[src/hdl/gemm_alpha_beta_transpose_defines.svh]
// Assertion helpers shared by the gemm block.
`ifndef GEMM_ALPHA_BETA_TRANSPOSE_DEFINES_SVH
`define GEMM_ALPHA_BETA_TRANSPOSE_DEFINES_SVH

// Check a property while out of reset.
`define GAB_ASSERT(lbl, prop) \
   lbl: assert property (@(posedge clock) disable iff (reset) (prop)) \
      else $error("gemm check failed");

// Check a property at every edge, reset included.
`define GAB_ASSERT_ALWAYS(lbl, prop) \
   lbl: assert property (@(posedge clock) (prop)) \
      else $error("gemm check failed");

`endif

[src/hdl/gemm_abt_pkg.sv]
`default_nettype none
package gemm_abt_pkg;

   localparam int MAX_DIM     = 8;
   localparam int DIM_W       = 4;
   localparam int IDX_W       = 3;
   localparam int STORE_DEPTH = 64;
   localparam int ADDR_W      = 6;
   localparam int DATA_W      = 32;
   localparam int Q_FRAC      = 16;

   typedef enum logic [1:0] {
      CMD_LOAD_A = 2'd0,
      CMD_LOAD_B = 2'd1,
      CMD_LOAD_C = 2'd2,
      CMD_START  = 2'd3
   } cmd_type;

   localparam logic [2:0] CMODE_NONE   = 3'd0;
   localparam logic [2:0] CMODE_SCALAR = 3'd1;
   localparam logic [2:0] CMODE_ROW    = 3'd2;
   localparam logic [2:0] CMODE_COL    = 3'd3;
   localparam logic [2:0] CMODE_FULL   = 3'd4;

   localparam logic [2:0] REG_TRANS_A = 3'd0;
   localparam logic [2:0] REG_TRANS_B = 3'd1;
   localparam logic [2:0] REG_ROWS_M  = 3'd2;
   localparam logic [2:0] REG_COLS_N  = 3'd3;
   localparam logic [2:0] REG_INNER_K = 3'd4;
   localparam logic [2:0] REG_ALPHA   = 3'd5;
   localparam logic [2:0] REG_BETA    = 3'd6;
   localparam logic [2:0] REG_C_MODE  = 3'd7;

   typedef struct packed {
      logic              trans_a;
      logic              trans_b;
      logic [DIM_W-1:0]  dim_m;
      logic [DIM_W-1:0]  dim_n;
      logic [DIM_W-1:0]  dim_k;
      logic [DATA_W-1:0] alpha;
      logic [DATA_W-1:0] beta;
      logic [2:0]        c_mode;
   } cfg_type;

   typedef struct packed {
      logic             wr_en;
      logic             rd_en;
      logic             first;
      logic             mul_en;
      logic             sum_en;
      logic             rnd_en;
      logic             out_en;
      logic             last;
      logic [IDX_W-1:0] row;
      logic [IDX_W-1:0] col;
      logic [IDX_W-1:0] step;
   } dp_cmd_type;

   // zero acts as one, anything above the maximum acts as the maximum
   function automatic logic [DIM_W-1:0] clamp_dim(input logic [DIM_W-1:0] d);
      logic [DIM_W-1:0] r;
      r = d;
      if (d == '0) r = DIM_W'(1);
      else if (d > DIM_W'(MAX_DIM)) r = DIM_W'(MAX_DIM);
      return r;
   endfunction

endpackage
`default_nettype wire

[src/hdl/gemm_abt_csr.sv]
`default_nettype none
module gemm_abt_csr
   import gemm_abt_pkg::*;
(
   input  wire logic              clock,
   input  wire logic              reset,
   input  wire logic              csr_valid,
   output      logic              csr_ready,
   input  wire logic [2:0]        csr_index,
   input  wire logic [DATA_W-1:0] csr_data,
   output      cfg_type           cfg
);

   logic              trans_a_ff, trans_b_ff;
   logic [DIM_W-1:0]  m_ff, n_ff, k_ff;
   logic [DATA_W-1:0] alpha_ff, beta_ff;
   logic [2:0]        c_mode_ff;

   assign csr_ready = 1'b1;

   always_ff @(posedge clock) begin
      if (reset) begin
         trans_a_ff <= 1'b0;
         trans_b_ff <= 1'b0;
         m_ff       <= DIM_W'(MAX_DIM);
         n_ff       <= DIM_W'(MAX_DIM);
         k_ff       <= DIM_W'(MAX_DIM);
         alpha_ff   <= DATA_W'(32'h0001_0000);
         beta_ff    <= DATA_W'(32'h0001_0000);
         c_mode_ff  <= CMODE_NONE;
      end else if (csr_valid) begin
         case (csr_index)
            REG_TRANS_A: trans_a_ff <= csr_data[0];
            REG_TRANS_B: trans_b_ff <= csr_data[0];
            REG_ROWS_M:  m_ff       <= csr_data[DIM_W-1:0];
            REG_COLS_N:  n_ff       <= csr_data[DIM_W-1:0];
            REG_INNER_K: k_ff       <= csr_data[DIM_W-1:0];
            REG_ALPHA:   alpha_ff   <= csr_data;
            REG_BETA:    beta_ff    <= csr_data;
            REG_C_MODE:  c_mode_ff  <= csr_data[2:0];
            default: ;
         endcase
      end
   end

   always_comb begin
      cfg.trans_a = trans_a_ff;
      cfg.trans_b = trans_b_ff;
      cfg.dim_m   = clamp_dim(m_ff);
      cfg.dim_n   = clamp_dim(n_ff);
      cfg.dim_k   = clamp_dim(k_ff);
      cfg.alpha   = alpha_ff;
      cfg.beta    = beta_ff;
      cfg.c_mode  = c_mode_ff;
   end

endmodule
`default_nettype wire

[config.mk]
export PLATFORM = sky130hd
export DESIGN_NAME = gemm_abt_csr
export DESIGN_NICKNAME = d
export VERILOG_FILES = /design/src/hdl/gemm_alpha_beta_transpose_defines.svh /design/src/hdl/gemm_abt_pkg.sv /design/src/hdl/gemm_abt_csr.sv
export SDC_FILE = /design/constraint.sdc
export NUM_CORES = 1
export LEC_CHECK = 0
export BUFFER_PORTS_ARGS = -buffer_cell sky130_fd_sc_hd__buf_2
export CORE_MARGIN = 3
export CORE_UTILIZATION = 50
export DETAILED_ROUTE_END_ITERATION = 10
export GPL_TIMING_DRIVEN = 0
export PLACE_DENSITY = 0.8
export SYNTH_ARGS = -nofsm -noshare
export SYNTH_HDL_FRONTEND = slang
export SYNTH_SLANG_ARGS = --single-unit
[constraint.sdc]
create_clock -name clock -period 1.61 [get_ports clock]
set_input_delay 0.322 -clock clock [delete_from_list [all_inputs] [get_ports clock]]
set_output_delay 0.322 -clock clock [all_outputs]
set_load 0.01 [all_outputs]
After elaboration in Yosys (flattened, before gate mapping)
Index checks and enable logic that the tools add are counted.
- register bits after elaboration: 81
- input port bits: 38
- output and inout bits: 82
- logic and storage cells: 36
- magnitude comparators: 3
- eq/ne operators: 7
- multiplexer cells: 6
- reductions and logical operators: 12
- operators by type and width (operator ; count):
    4-bit two-way mux ; 6
    2-bit AND reduction ; 8
    3-bit == test (second input constant) ; 4
    4-bit greater-than comparator (second input constant) ; 3
    4-bit logical NOT ; 3
    3-bit by 2-bit == test with 1-bit output (second input constant) ; 2
    3-bit by 1-bit == test with 1-bit output (second input constant) ; 1
    3-bit logical NOT ; 1

Depth between registers and ports, before layout
- word-level depth: 3
- depth in mapped cells: 6
- gate-level depth less buffers: 2

Least setup slack after synthesis
Ideal clock, no wire load.
- path type: input to register
- start point: input csr_index[1]
- end point: register alpha_ff[21]
- setup time: 0.072 ns
- arrival: 1.228 ns
- data required time: 1.538 ns
- slack: 0.311 ns
- cell stages on the path: 6
- path buffers: 4
- cell sequence: buf_6 and4b_1 clkbuf_2 buf_6 buf_8 mux2i_1
- word-level cells in the longest chain between the ends: 2
- RTL lines (item ; line ; text):
    from (decl) ; gemm_abt_csr.sv:9 ; input wire logic [2:0] csr_index,
    3-bit == test ; gemm_abt_csr.sv:32 ; case (csr_index)
    2-bit AND reduction (no source line) ; - ;
    to (signal assigned) ; gemm_abt_csr.sv:28 ; alpha_ff <= DATA_W'(32'h0001_0000);
    to (signal assigned) ; gemm_abt_csr.sv:38 ; REG_ALPHA: alpha_ff <= csr_data;
    to (decl) ; gemm_abt_csr.sv:16 ; logic [DATA_W-1:0] alpha_ff, beta_ff;
Every way passes these cells.
A chain may end at the register's enable or synchronous reset.

==> flow_summary.ini <==
[clock_network]
numCtsBuffers = 9
clkTransAtPathRegs_ns = 0.08
ctsHoldBuffers = 0
clockBufferDepth = 2
numClockSinks = 81
htreeDepth = 3
cts_setup_buffers = 0
clockRootBuffer = clkbuf_8
post_cts.resized_instances = 0
tritoncts = built
clock_latency_ns = 0.34

[floorplan]
rows = 29
die_area_um2 = 7990
coreArea_um2 = 6530
ioPinCount = 120
die_w_um = 89.4
die_h_um = 89.4
start_util = 0.532

[routing]
drt-initial-drc-count = 70
drt_wl_total_um = 7930
num_vias = 2639
antenna_left = 0
wl_per_cell_um = 14.8
via_per_inst = 4.92
drc = 0
drtPass1Iterations = 4

[placement]
gp_congestion = 0.700
port_buffers = 114
dp_hpwl_um = 5700
placed_area_um2 = 4140
place_ws_ns = -0.0228

[global_route]
overflow = 0
gr-usage-all-layers = 0.206
grt_pass1_vias = 2602
grt_start_max_net_pins = 14
antenna_found_initial = 0
grt_pass1_wl_um = 12500

[cells_and_area]
n_fill_cell = 545
postLayoutCellArea_um2 = 4420
fin_nets = 493
drive_gt1_frac = 0.325
syn_to_final_growth_pct = 27.2
diodes = 0

[synthesis]
avgSynthCellArea_um2 = 10.5
yosysWarnings = 0
netlist_instances = 330
syn_area_um2 = 3480
synth_nets = 368
ys_ff_latch = 81
ys_types = 21
synth-seq-area-share = 0.467

[critical_path]
cp_top_family = flip-flops
arrival_ns = 1.10
path_cells = o21ba_2, nor2_1, buf_2
required_ns = 1.29
cp_slowest_cell = dfxtp_1
critPathBufInv = 1
crit_type = register to primary output
max_stage_delay_ns = 0.33
startpoint_type = register
endpoint_kind = primary output
path_max_fanout = 3

[sta]
finalSetupTns_ns = 0
skew_ns = 0
period_needed_ns = 1.42
rsz0062_at_grt = false
fin_crit_sh = 0.881
hold_violations = 0
setup_viol = 0
worst_slack_ns = 0.192
report.final.slew_viol_count = 0
fmax_mhz = 705

[job]
cap_violations = 0

[power]
clockPowerShare = 0.460
p_sw_uw = 925
switching_share = 0.207
p_seq_frac = 0.462
internal_power_mw = 3.55
leakage_nw = 2.21
combPwrFrac = 0.078
fin_total_pwr_mw = 4.48
power.density_nw_per_um2 = 1010
peakVddDrop_uv = 613

[min_path]
hp-class = input pin to register

[outcome]
outcome = finished clean
-- routing by layer --
metal	share of wire	GRT usage
met5	0	0
met4	0.018	0.0947
met3	0.071	0.0691
met2	0.48	0.338
met1	0.43	0.242
-- stage by stage --
step / instances / hold WS, ns / utilization
floorplan: 330 / 0.447 / -
global placement: 521 / 0.456 / 0.634
detailed placement: 521 / 0.459 / 0.634
CTS: 536 / 0.228 / 0.677
global route: 536 / 0.240 / 0.677
finish: 536 / 0.245 / 0.677
-- cells by family after synthesis --
group	count (synthesis)	synth area share
buffers and inverters	31	0.0486
other	1	0.00108
DFF	81	0.467
and+or+nand+nor	133	0.242
muxes	81	0.233
AOI/OAI and AO/OA	3	0.00864
-- placed cells by master, fill, tap and decap left out, drive strengths merged --
master   netlist  routed
bufinv         0       5
conb           1       1
clkbuf        15      24
nand4bb        2       2
nand4b         3       3
clkinv         0       1
nor4b          1       1
o21ba          3       3
and4b          1       1
buf           16     130
mux2i         81      81
nand4          1       1
dfxtp         81      81
and4bb         1       1
nor2          10      10
nor2b          6       6
nor4bb         1       1
nand2b       107     107
-- power groups by stage --
| stage | clock, mW | sequential (mW) | combinational (mW) |
|---|---|---|---|
| 5_1_grt | 2.18 | 2.08 | 0.385 |
| 3_3_place_gp | 0 | 2.12 | 0.347 |
| 4_1_cts | 2.10 | 2.07 | 0.354 |
| 3_5_place_dp | 0 | 2.12 | 0.351 |
| 2_1_floorplan | 0 | 2.13 | 0.204 |
| 6_report | 2.06 | 2.07 | 0.350 |
-- layout make-up --
cell class / count / area (µm²) / area share
buffer: 31 / 169 / 0.0382
clock inverter: 6 / 155 / 0.0351
sequential: 81 / 1620 / 0.367
timing repair buffer: 114 / 571 / 0.129
clock buffer: 9 / 124 / 0.0280
tap: 77 / 96.3 / 0.0218
multi-input combinational: 218 / 1690 / 0.381
-- flip-flops by register name, summed over array words and instances, names as in the netlist --
register and cells:
n_ff 4, trans_b_ff 1, trans_a_ff 1, k_ff 4, c_mode_ff 3, m_ff 4
alpha_ff 32, beta_ff 32
-- tightest hold or removal path, delay by kind of cell --
family	cells	cell delay (ns)
simple gates	1	0.07
mux	1	0.06
buf+inv	1	0.10
-- cell usage after synthesis, drive strengths merged --
cell | count | area share
nand4bb | 2 | 0.0065
nand4 | 1 | 0.0018
nor4b | 1 | 0.0025
nor2 | 10 | 0.011
o21ba | 3 | 0.0086
nand2b | 107 | 0.19
nor4bb | 1 | 0.0029
clkbuf | 15 | 0.017
nor2b | 6 | 0.011
buf | 16 | 0.032
nand4b | 3 | 0.0076
and4bb | 1 | 0.0036
and4b | 1 | 0.0029
dfxtp | 81 | 0.47
conb | 1 | 0.0011
mux2i | 81 | 0.23
-- worst paths after layout --
kind | startpoint | endpoint | slack, ns | cells after the start
max | k_ff[1] | cfg[67] | 0.19 | 3
min | csr_data[18] | beta_ff[18] | 0.25 | 3
max reg2reg | m_ff[3] | m_ff[3] | 0.90 | 2
min reg2reg | alpha_ff[11] | alpha_ff[11] | 0.47 | 2
Note: power is estimated with default switching activity, not from simulation.
