$ cat config.mk
export PLATFORM = sky130hd
export DESIGN_NAME = gemm_abt_ctrl
export DESIGN_NICKNAME = d
export VERILOG_FILES = /design/src/hdl/gemm_abt_pkg.sv /design/src/hdl/gemm_abt_ctrl.sv
export VERILOG_INCLUDE_DIRS = /design/src /design/src/hdl
export SDC_FILE = /design/constraint.sdc
export NUM_CORES = 1
export LEC_CHECK = 0
export BUFFER_PORTS_ARGS = -buffer_cell sky130_fd_sc_hd__clkbuf_2
export CAP_MARGIN = 20
export CORE_MARGIN = 2
export CORE_UTILIZATION = 38
export DETAILED_ROUTE_END_ITERATION = 7
export PLACE_DENSITY = 0.88
export SETUP_SLACK_MARGIN = 0.5
export SLEW_MARGIN = 15
export SYNTH_ARGS = -nofsm -noshare
export SYNTH_HDL_FRONTEND = slang
export SYNTH_SLANG_ARGS = --single-unit
$ cat constraint.sdc
create_clock -name clock -period 3.11 [get_ports clock]
set_input_delay 0.622 -clock clock [delete_from_list [all_inputs] [get_ports clock]]
set_output_delay 0.622 -clock clock [all_outputs]
set_load 0.05 [all_outputs]
$ cat src/hdl/gemm_alpha_beta_transpose_defines.svh
// Assertion helpers shared by the gemm block.
`ifndef GEMM_ALPHA_BETA_TRANSPOSE_DEFINES_SVH
`define GEMM_ALPHA_BETA_TRANSPOSE_DEFINES_SVH

// Check a property while out of reset.
`define GAB_ASSERT(lbl, prop) \
   lbl: assert property (@(posedge clock) disable iff (reset) (prop)) \
      else $error("gemm check failed");

// Check a property at every edge, reset included.
`define GAB_ASSERT_ALWAYS(lbl, prop) \
   lbl: assert property (@(posedge clock) (prop)) \
      else $error("gemm check failed");

`endif

$ cat src/hdl/gemm_abt_pkg.sv
`default_nettype none
package gemm_abt_pkg;

   localparam int MAX_DIM     = 8;
   localparam int DIM_W       = 4;
   localparam int IDX_W       = 3;
   localparam int STORE_DEPTH = 64;
   localparam int ADDR_W      = 6;
   localparam int DATA_W      = 32;
   localparam int Q_FRAC      = 16;

   typedef enum logic [1:0] {
      CMD_LOAD_A = 2'd0,
      CMD_LOAD_B = 2'd1,
      CMD_LOAD_C = 2'd2,
      CMD_START  = 2'd3
   } cmd_type;

   localparam logic [2:0] CMODE_NONE   = 3'd0;
   localparam logic [2:0] CMODE_SCALAR = 3'd1;
   localparam logic [2:0] CMODE_ROW    = 3'd2;
   localparam logic [2:0] CMODE_COL    = 3'd3;
   localparam logic [2:0] CMODE_FULL   = 3'd4;

   localparam logic [2:0] REG_TRANS_A = 3'd0;
   localparam logic [2:0] REG_TRANS_B = 3'd1;
   localparam logic [2:0] REG_ROWS_M  = 3'd2;
   localparam logic [2:0] REG_COLS_N  = 3'd3;
   localparam logic [2:0] REG_INNER_K = 3'd4;
   localparam logic [2:0] REG_ALPHA   = 3'd5;
   localparam logic [2:0] REG_BETA    = 3'd6;
   localparam logic [2:0] REG_C_MODE  = 3'd7;

   typedef struct packed {
      logic              trans_a;
      logic              trans_b;
      logic [DIM_W-1:0]  dim_m;
      logic [DIM_W-1:0]  dim_n;
      logic [DIM_W-1:0]  dim_k;
      logic [DATA_W-1:0] alpha;
      logic [DATA_W-1:0] beta;
      logic [2:0]        c_mode;
   } cfg_type;

   typedef struct packed {
      logic             wr_en;
      logic             rd_en;
      logic             first;
      logic             mul_en;
      logic             sum_en;
      logic             rnd_en;
      logic             out_en;
      logic             last;
      logic [IDX_W-1:0] row;
      logic [IDX_W-1:0] col;
      logic [IDX_W-1:0] step;
   } dp_cmd_type;

   // zero acts as one, anything above the maximum acts as the maximum
   function automatic logic [DIM_W-1:0] clamp_dim(input logic [DIM_W-1:0] d);
      logic [DIM_W-1:0] r;
      r = d;
      if (d == '0) r = DIM_W'(1);
      else if (d > DIM_W'(MAX_DIM)) r = DIM_W'(MAX_DIM);
      return r;
   endfunction

endpackage
`default_nettype wire

$ cat src/hdl/gemm_abt_ctrl.sv
`default_nettype none
`include "gemm_alpha_beta_transpose_defines.svh"
module gemm_abt_ctrl
   import gemm_abt_pkg::*;
(
   input  wire logic    clock,
   input  wire logic    reset,
   input  wire cfg_type cfg,
   input  wire logic    req_valid,
   input  wire logic    req_is_start,
   output      logic    req_ready,
   output      logic    rsp_valid,
   input  wire logic    rsp_ready,
   output      dp_cmd_type cmd
);

   typedef enum logic [3:0] {
      ST_IDLE, ST_ISSUE, ST_WAIT1, ST_WAIT2, ST_MUL, ST_SUM, ST_RND, ST_SAT, ST_SEND
   } state_type;

   state_type        state_ff, state_in;
   logic [IDX_W-1:0] i_ff, i_in, j_ff, j_in, p_ff, p_in;
   logic             is_last;

   assign is_last = ({1'b0, i_ff} == cfg.dim_m - DIM_W'(1)) &&
                    ({1'b0, j_ff} == cfg.dim_n - DIM_W'(1));

   always_comb begin
      state_in  = state_ff;
      i_in      = i_ff;
      j_in      = j_ff;
      p_in      = p_ff;
      req_ready = 1'b0;
      rsp_valid = 1'b0;
      cmd       = '0;
      cmd.row   = i_ff;
      cmd.col   = j_ff;
      cmd.step  = p_ff;
      cmd.last  = is_last;
      case (state_ff)
         ST_IDLE: begin
            req_ready = 1'b1;
            if (req_valid) begin
               if (req_is_start) begin
                  i_in     = '0;
                  j_in     = '0;
                  p_in     = '0;
                  state_in = ST_ISSUE;
               end else begin
                  cmd.wr_en = 1'b1;
               end
            end
         end
         ST_ISSUE: begin
            cmd.rd_en = 1'b1;
            cmd.first = (p_ff == '0);
            if ({1'b0, p_ff} == cfg.dim_k - DIM_W'(1)) begin
               p_in     = '0;
               state_in = ST_WAIT1;
            end else begin
               p_in = p_ff + IDX_W'(1);
            end
         end
         ST_WAIT1: state_in = ST_WAIT2;
         ST_WAIT2: state_in = ST_MUL;
         ST_MUL: begin
            cmd.mul_en = 1'b1;
            state_in   = ST_SUM;
         end
         ST_SUM: begin
            cmd.sum_en = 1'b1;
            state_in   = ST_RND;
         end
         ST_RND: begin
            cmd.rnd_en = 1'b1;
            state_in   = ST_SAT;
         end
         ST_SAT: begin
            cmd.out_en = 1'b1;
            state_in   = ST_SEND;
         end
         ST_SEND: begin
            rsp_valid = 1'b1;
            if (rsp_ready) begin
               if (is_last) begin
                  state_in = ST_IDLE;
               end else begin
                  if ({1'b0, j_ff} == cfg.dim_n - DIM_W'(1)) begin
                     j_in = '0;
                     i_in = i_ff + IDX_W'(1);
                  end else begin
                     j_in = j_ff + IDX_W'(1);
                  end
                  state_in = ST_ISSUE;
               end
            end
         end
         default: state_in = ST_IDLE;
      endcase
   end

   always_ff @(posedge clock) begin
      if (reset) begin
         state_ff <= ST_IDLE;
         i_ff     <= '0;
         j_ff     <= '0;
         p_ff     <= '0;
      end else begin
         state_ff <= state_in;
         i_ff     <= i_in;
         j_ff     <= j_in;
         p_ff     <= p_in;
      end
   end

   `GAB_ASSERT(a_step_in_range, (state_ff == ST_ISSUE) |-> ({1'b0, p_ff} < cfg.dim_k))
   `GAB_ASSERT(a_sat_then_send, (state_ff == ST_SAT) |=> (state_ff == ST_SEND))
   `GAB_ASSERT(a_last_to_idle, (rsp_valid && rsp_ready && is_last) |=> (state_ff == ST_IDLE))
   `GAB_ASSERT_ALWAYS(a_no_overlap, !(req_ready && rsp_valid))

endmodule
`default_nettype wire

# After elaboration in Yosys (flattened, before gate mapping)
# Cells that the tools add are included.
[word_totals]
romBits = 0
latch_bits = 0
n_memories = 0
ff_bits = 13
ram_bits = 0
out_inout_bits = 19
[classes]
n_eq_ne = 17
div_mod_pow = 0
reduce_logical = 9
n_addsub = 6
multipliers = 0
n_shift = 0
muxes = 28
order_cmp = 0
bitwise_logic = 0
[ops]
columns = ["op", "n"]
rows = [
  ["4-bit case mux with 9 select lines", 1],
  ["3-bit two-way mux", 9],
  ["3-bit case mux with 2 select lines", 3],
  ["4-bit by 3-bit equality test with 1-bit output (second input constant)", 4],
  ["4-bit two-way mux", 4],
  ["3-bit by 4-bit equality test with 1-bit output", 3],
  ["2-bit != test (second input constant)", 6],
  ["4-bit by 1-bit subtractor with 4-bit output (second input constant)", 3],
  ["1-bit two-way mux", 10],
  ["3-bit by 1-bit adder with 3-bit output (second input constant)", 3],
  ["4-bit by 2-bit equality test with 1-bit output (second input constant)", 2],
  ["6-bit AND reduction", 1],
  ["5-bit AND reduction", 1],
  ["4-bit by 1-bit equality test with 1-bit output (second input constant)", 1],
  ["4-bit equality test (second input constant)", 1],
  ["4-bit zero test", 1],
  ["4-bit AND reduction", 1],
  ["2-bit nonzero test", 2],
  ["3-bit zero test", 1],
  ["3-bit AND reduction", 1],
  ["2-bit two-way mux", 1],
  ["1-bit logical AND", 1],
]

# Longest topological paths before layout
# Gate-level depths: netlist of run 1.
[logic_depth]
word_depth = 6
ltp_mapped = 8

# Worst setup path before layout of run 1
# No wires, ideal clock.
[synth_timing]
kind = "register -> output"
from = "register state_ff[1]"
to = "output port cmd[14] in the netlist's numbering"
n_path_buf = 1
required_time_ns = 2.488
path_stages_with_launch = 4
slack_ns = 0.346
t_arrival_ns = 2.142
cell_sequence = "dfxtp_1 buf_6 or4b_4 nor3b_1"
[synth_lines]
columns = ["element", "line_no", "rtl"]
rows = [
  ["start: declaration", "gemm_abt_ctrl.sv:21", "state_type state_ff, state_in;"],
  ["start signal: assignment", "gemm_abt_ctrl.sv:109", "state_ff <= state_in;"],
  ["end: declaration", "gemm_abt_ctrl.sv:14", "output dp_cmd_type cmd"],
]

==> results of run 1 <==
==> worst max-delay path, cell delays in order <==
cell and delay, ps:
clkbuf_2 110, inv_1 50, ha_1 200, xor2_1 160, a21oi_1 60, and4bb_4 340
nor2b_4 160, clkbuf_8 190
==> placed cells by master (no fill, tap or decap), drive strengths merged, types with 4 or more instances in the layout <==
cell / netlist / routed
a21oi: 7 / 7
clkbuf: 2 / 39
dfxtp: 13 / 13
ha: 7 / 7
inv: 15 / 15
nand2: 10 / 10
nand2b: 5 / 5
nor2: 9 / 9
nor2b: 4 / 4
nor3: 6 / 6
o21ai: 7 / 7
xor2: 7 / 7
==> timing repair <==
action,CTS,global route
pin swaps,0,1
gates resized for setup,3,1
setup buffers,0,1
setup endpoints to repair,1,1
==> cells in the mapped netlist <==
master    count
buf_6         1
nor4_1        2
o21a_1        1
a22oi_1       1
nor3b_1       3
mux2i_1       3
a31oi_4       1
o21ai_1       1
a21oi_1       7
o31ai_1       1
nand2_1      10
o21ai_0       6
a31oi_1       1
o211a_1       1
nor2b_1       4
nor2_1        9
clkbuf_1      2
nand3_1       2
nand4_1       1
and3_1        1
o22ai_1       1
ha_1          7
o32ai_1       2
buf_2         1
dfxtp_1      13
nor3_2        1
a41o_1        1
and2_1        1
and4bb_4      1
xor2_1        7
nor3_1        5
or4b_4        1
or3_1         2
nand2b_1      5
inv_1        15
a41oi_1       1
and3b_1       1
a21o_1        2
buf_4         1
xnor2_1       3
nand3b_1      3
==> routing by layer <==
layer / track usage / vias up / wire length [um]
met5: 0 / - / 0
met4: 0.08163 / 0 / 44
met3: 0.02995 / 4 / 128
met2: 0.2353 / 34 / 918
met1: 0.1958 / 456 / 1129
li1: - / 530 / -
==> power groups by stage <==
stage	logic (mW)	clock network [mW]	registers, mW
finish	0.250	0.104	0.202
global route	0.273	0.120	0.206
CTS	0.249	0.109	0.202
detailed placement	0.246	0	0.205
global placement	0.244	0	0.205
floorplan	0.201	0	0.205
==> final cells by class <==
cell class | count | area (um^2) | share of cell area
Clock buffer | 4 | 26.28 | 0.02049
Inverter | 15 | 56.30 | 0.04390
Tap cell | 30 | 37.54 | 0.02927
Multi-Input combinational cell | 99 | 710.7 | 0.5541
Sequential cell | 13 | 260.3 | 0.2029
Timing Repair Buffer | 36 | 191.4 | 0.1493
==> kinds of logic (layout without fill, tap and decap cells) <==
family,Yosys count,count (layout),synth area share
fa+ha+maj,7,7,0.08413
buf+inv,20,55,0.08413
mux,3,3,0.02885
simple gates,52,52,0.2885
xor+xnor,10,10,0.08414
flops,13,13,0.2500
compound gates,27,27,0.1803
==> worst max-delay path by stage <==
stage	from	end	slack (ps)	cells after the start
2_1_floorplan	cfg[71]	cmd[9]	750	7
3_3_place_gp	cfg[71]	cmd[9]	400	8
3_5_place_dp	cfg[71]	cmd[9]	390	8
4_1_cts	cfg[71]	cmd[9]	500	8
5_1_grt	cfg[71]	cmd[9]	500	8
6_report	cfg[71]	cmd[9]	600	8
==> sequential cells by signal (all words and copies together), names as in the netlist <==
signal,flops
state_ff,4
i_ff,3
p_ff,3
j_ff,3
==> stage by stage <==
| step | total power, mW | hold WS (ps) | worst slack (ps) |
|---|---|---|---|
| finish | 0.5566 | 504.2 | 603.0 |
| global route | 0.5999 | 548.1 | 497.9 |
| CTS | 0.5607 | 509.0 | 504.3 |
| detailed placement | 0.4516 | 497.3 | 385.5 |
| global placement | 0.4486 | 488.4 | 398.8 |
| floorplan | 0.4055 | 588.2 | 745.5 |
==> summary.md, run 1 <==
| Metric | Value |
|---|---|
| Gate power share | `0.450` |
| TNS Setup | `0 ps` |
| Post-synth top area share | `0.2500` |
| Status | `finished clean` |
| Die Ht | `56.34 um` |
| Int Power | `0.3121 mW` |
| Crit path capture type | `output pin` |
| Startpoint Class | `primary input` |
| Post-synth top area cell | `dfxtp_1` |
| P per Cell Area | `434.0 nW/um^2` |
| DRT iter0 DRCs | `40` |
| Overflow after GRT | `0` |
| Clock Path Buffers | `2` |
| Max Fclk | `398.9 MHz` |
| Mapped Nets | `225` |
| Synthesized instance count | `132` |
| Static Leak | `0.6318 nW` |
| Clk_skew | `6.381 ps` |
| Port bufs | `35` |
| Total CTS buffers | `3` |
| Clock power share | `0.187` |
| Post-Route Utilization | `0.5039` |
| Via count of the first global-routing pass | `936` |
| R2R depth | `6` |
| Flop pwr share | `0.364` |
| Setup slack, reg-to-reg | `1500 ps` |
| Inst Count DP | `192` |
| Cell area after synthesis | `1041 um^2` |
| Sequential share of the synthesized area | `0.2500` |
| Final net count | `261` |
| Yosys reg bits | `13` |
| CTS sink count | `13` |
| Worst R2R End | `p_ff[1]$_SDFFE_PP0P_` |
| Clk slew on worst S/H paths | `80 ps` |
| Setup CP Type | `in -> out` |
| R2r startpoint | `state_ff[0]$_SDFFE_PP0P_` |
| Layout cell share with drive strength beyond 1 | `0.2754` |
| Full die area | `3174 um^2` |
| Hold Path Class | `reg -> reg` |
| Synth warn | `0` |
| Hold Startpoint | `i_ff[2]$_SDFFE_PP0P_` |
| Via/cell ratio | `5.198` |
| Synth Area per Inst | `7.886 um^2` |
| RSZ-0062 raised after global routing | `false` |
| Hold EP | `i_ff[2]$_SDFFE_PP0P_` |
| Largest net degree at the start of global routing | `15` |
| Least-Margin Pin Slew | `415.1 ps` |
| CTS tree | `yes` |
| Via count | `1024` |
| Drt pass-1 iters | `4` |
| Total track usage | `0.1514` |
| Finished Layout Cells | `197` |
| Htree depth | `1` |
| Fin. Hold Viols | `0` |
| Initial Util | `0.4090` |
| Sw Pwr | `0.2446 mW` |
| Tmin final | `2507 ps` |
| Final Cell Area | `1282 um^2` |
| Worst Path Required | `2490 ps` |
| Core area | `2545 um^2` |
| Routed wire per std cell | `11.27 um` |
| Gpl congestion | `0.7736` |
| WP data arrival | `1890 ps` |
| Hold depth | `2` |
| # hold bufs at CTS | `0` |
| First-pass GRT wire length | `3808 um` |
| Final Cycle Share | `0.8061` |
| Area grow syn2layout | `23.20%` |
| Relative slew slack | `0.7229` |
| Io pins | `105` |
| Peak VDD IR | `0.4111 mV` |
| Top post-synthesis cells by area | `dfxtp_1, ha_1, xor2_1, inv_1, nand2_1` |
| Max-cap viol count | `0` |
| Routed WL | `2221 um` |
| Worst Path Max Fanout | `5` |
| Hpwl dp | `1709 um` |
| Final setup fails | `0` |
| Latest clock arrival within the worst-skew pair | `280 ps` |
| Initial antenna violation count | `0` |
| Die span in x | `56.34 um` |
| Fillers | `258` |
| Post-route ant nets | `0` |
| N_diodes | `0` |
| Distinct cells, synth | `41` |
| Sw Ratio | `0.4394` |
| DRC | `0` |
| Placed Area | `1232 um^2` |
| Slew Limit Fails | `0` |
| Row cnt | `18` |
| Root Buffer Master | `clkbuf_4` |
Power figures use the tool's default switching activity.
==> inputs of run 2 (changes only) <==
Settings changed: CORE_UTILIZATION 38 to 35, PLACE_DENSITY 0.88 to 0.82.
Clock period 3.11 ns to 2.6 ns, I/O delays scaled along.
==> summary.md, run 2 (synthesized netlist as in run 1, its figures left out) <==
| Metric | Value |
|---|---|
| Clock Path Buffers | `2 (unchanged)` |
| Biggest register | `state_ff` |
| Final net count | `267 (+2.3%)` |
| TNS Setup | `0 ps (unchanged)` |
| Static Leak | `0.6772 nW (+7.2%)` |
| DRT iter0 DRCs | `35 (-13%)` |
| Peak VDD IR | `0.4324 mV (+5.2%)` |
| Gpl congestion | `0.7294 (-5.7%)` |
| Hold depth | `2 (unchanged)` |
| Hold Path Class | `reg -> reg` |
| Post-route ant nets | `0 (unchanged)` |
| N_diodes | `0 (unchanged)` |
| Full die area | `3426 um^2 (+7.9%)` |
| Initial Util | `0.3743 (-0.03478)` |
| Die Ht | `58.54 um (+3.9%)` |
| Least-Margin Pin Slew | `367.3 ps (-47.75 ps)` |
| Overflow after GRT | `0 (unchanged)` |
| Row cnt | `19 (+1)` |
| Hpwl dp | `1696 um (-0.78%)` |
| Grt met2 use | `0.2360 (+0.0006609)` |
| Fin. Hold Viols | `0 (unchanged)` |
| Commonest non-fill, non-tap cell in the layout | `clkbuf_2` |
| Status | `finished clean` |
| Total track usage | `0.1452 (-0.006172)` |
| # hold bufs at CTS | `0 (unchanged)` |
| Drt pass-1 iters | `4 (unchanged)` |
| Clk_skew | `5.893 ps (-0.4877 ps)` |
| Initial antenna violation count | `0 (unchanged)` |
| Core area | `2781 um^2 (+9.3%)` |
| Slew Limit Fails | `0 (unchanged)` |
| Post-Route Utilization | `0.5187 (+0.01474)` |
| Worst Path Required | `2080 ps (-410 ps)` |
| Startpoint Class | `primary input` |
| Via count of the first global-routing pass | `906 (-3.2%)` |
| DRC | `0 (unchanged)` |
| Clk slew on worst S/H paths | `80 ps (about the same)` |
| Met3 Use GR | `0.03956 (+0.009607)` |
| Finished Layout Cells | `204 (+3.6%)` |
| Slowest stage delay, CP | `370 ps (+30 ps)` |
| Area grow syn2layout | `38.58%` |
| P per Cell Area | `506.1 nW/um^2 (+17%)` |
| Max Fclk | `466.9 MHz` |
| Worst Path Max Fanout | `3 (-2)` |
| Root Buffer Master | `clkbuf_4` |
| Final setup fails | `0 (unchanged)` |
| Crit-path cells | `buf_6 -> or3_1 -> a21oi_1 -> and4bb_4 -> nor2b_4 -> buf_8` |
| Setup CP Type | `in -> out` |
| Routed wire per std cell | `11.48 um (+1.8%)` |
| Busiest grt layer | `met2` |
| CTS tree | `yes` |
| Routed WL | `2341 um (+5.4%)` |
| Via/cell ratio | `5.152 (-0.89%)` |
| WP data arrival | `1620 ps (-270 ps)` |
| Max-cap viol count | `0 (unchanged)` |
| Most frequent cells in the layout | `clkbuf_2, inv_1, nand2_1, nor2_1, dfxtp_1` |
| Tmin final | `2142 ps` |
| Relative slew slack | `0.7530 (+0.03012)` |
| Total CTS buffers | `3 (unchanged)` |
| Layout cell share with drive strength beyond 1 | `0.3757 (+0.1003)` |
| Inst Count DP | `193 (+0.52%)` |
| Final Cycle Share | `0.8238` |
| Largest net degree at the start of global routing | `15 (unchanged)` |
| Htree depth | `1 (unchanged)` |
| First-pass GRT wire length | `3850 um (+1.1%)` |
| Via count | `1051 (+2.6%)` |
| Port bufs | `35 (unchanged)` |
| Latest clock arrival within the worst-skew pair | `280 ps (about the same)` |
| GR Util met1 | `0.1889 (-0.006870)` |
| Die span in x | `58.54 um (+3.9%)` |
| R2R depth | `5 (-1)` |
| Slowest-stage cell, CP | `or3_1` |
| Crit path capture type | `output pin` |
| RSZ-0062 raised after global routing | `true` |
| CTS sink count | `13 (unchanged)` |
| Max reg flops | `4 (unchanged)` |
| Io pins | `105 (unchanged)` |
run 2: per-layer routing:
layer  up-vias  wire [um]
met5         -          0
met4         0          8
met3         3        159
met2        36       1074
met1       474       1098
li1        538          -
run 2: final cells by class:
type	count	area [um^2]
tap	31	38.79
fill	260	1339
timing repair buffer	42	287.8
inverter	15	61.31
multi-input combinational	99	752.0
sequential	13	276.5
clock buffer	4	26.28
run 2: timing repair:
item                       4_1_cts  5_1_grt
buffers inserted                 4        3
resized for setup               21       16
setup endpoints to repair        5        5
pin swaps                        5        5
run 2: critical path: cells and delay by family:
| kind | cells | cell delay (ps) |
|---|---|---|
| AOI/OAI and AO/OA | 1 | 120 |
| buffers and inverters | 2 | 240 |
| and+or+nand+nor | 3 | 740 |
run 2: worst paths after layout:
kind,from,slack (ps),end
max,cfg[72],460,cmd[9]
min,i_ff[2]$_SDFFE_PP0P_,510,i_ff[2]$_SDFFE_PP0P_
max reg2reg,state_ff[1]$_SDFFE_PP0P_,960,p_ff[2]$_SDFFE_PP0P_
min reg2reg,i_ff[2]$_SDFFE_PP0P_,510,i_ff[2]$_SDFFE_PP0P_
run 2: metrics by stage:
stage	setup WS, ps	total power, mW	hold WS [ps]	instance area (um^2)
after floorplan	426.7	0.4861	588.2	1064
after global placement	207.0	0.5384	489.5	1242
after CTS	368.5	0.7104	511.9	1378
final	458.0	0.7302	507.1	1443
after global routing	394.7	0.7808	543.2	1443
after detailed placement	184.5	0.5435	501.8	1242
run 2: where the power goes:
part	leakage (nW)	switching [mW]	internal [mW]
Sequential	0.109	0.0258	0.216
Clock	0.0150	0.0658	0.0596
Combinational	0.554	0.216	0.147
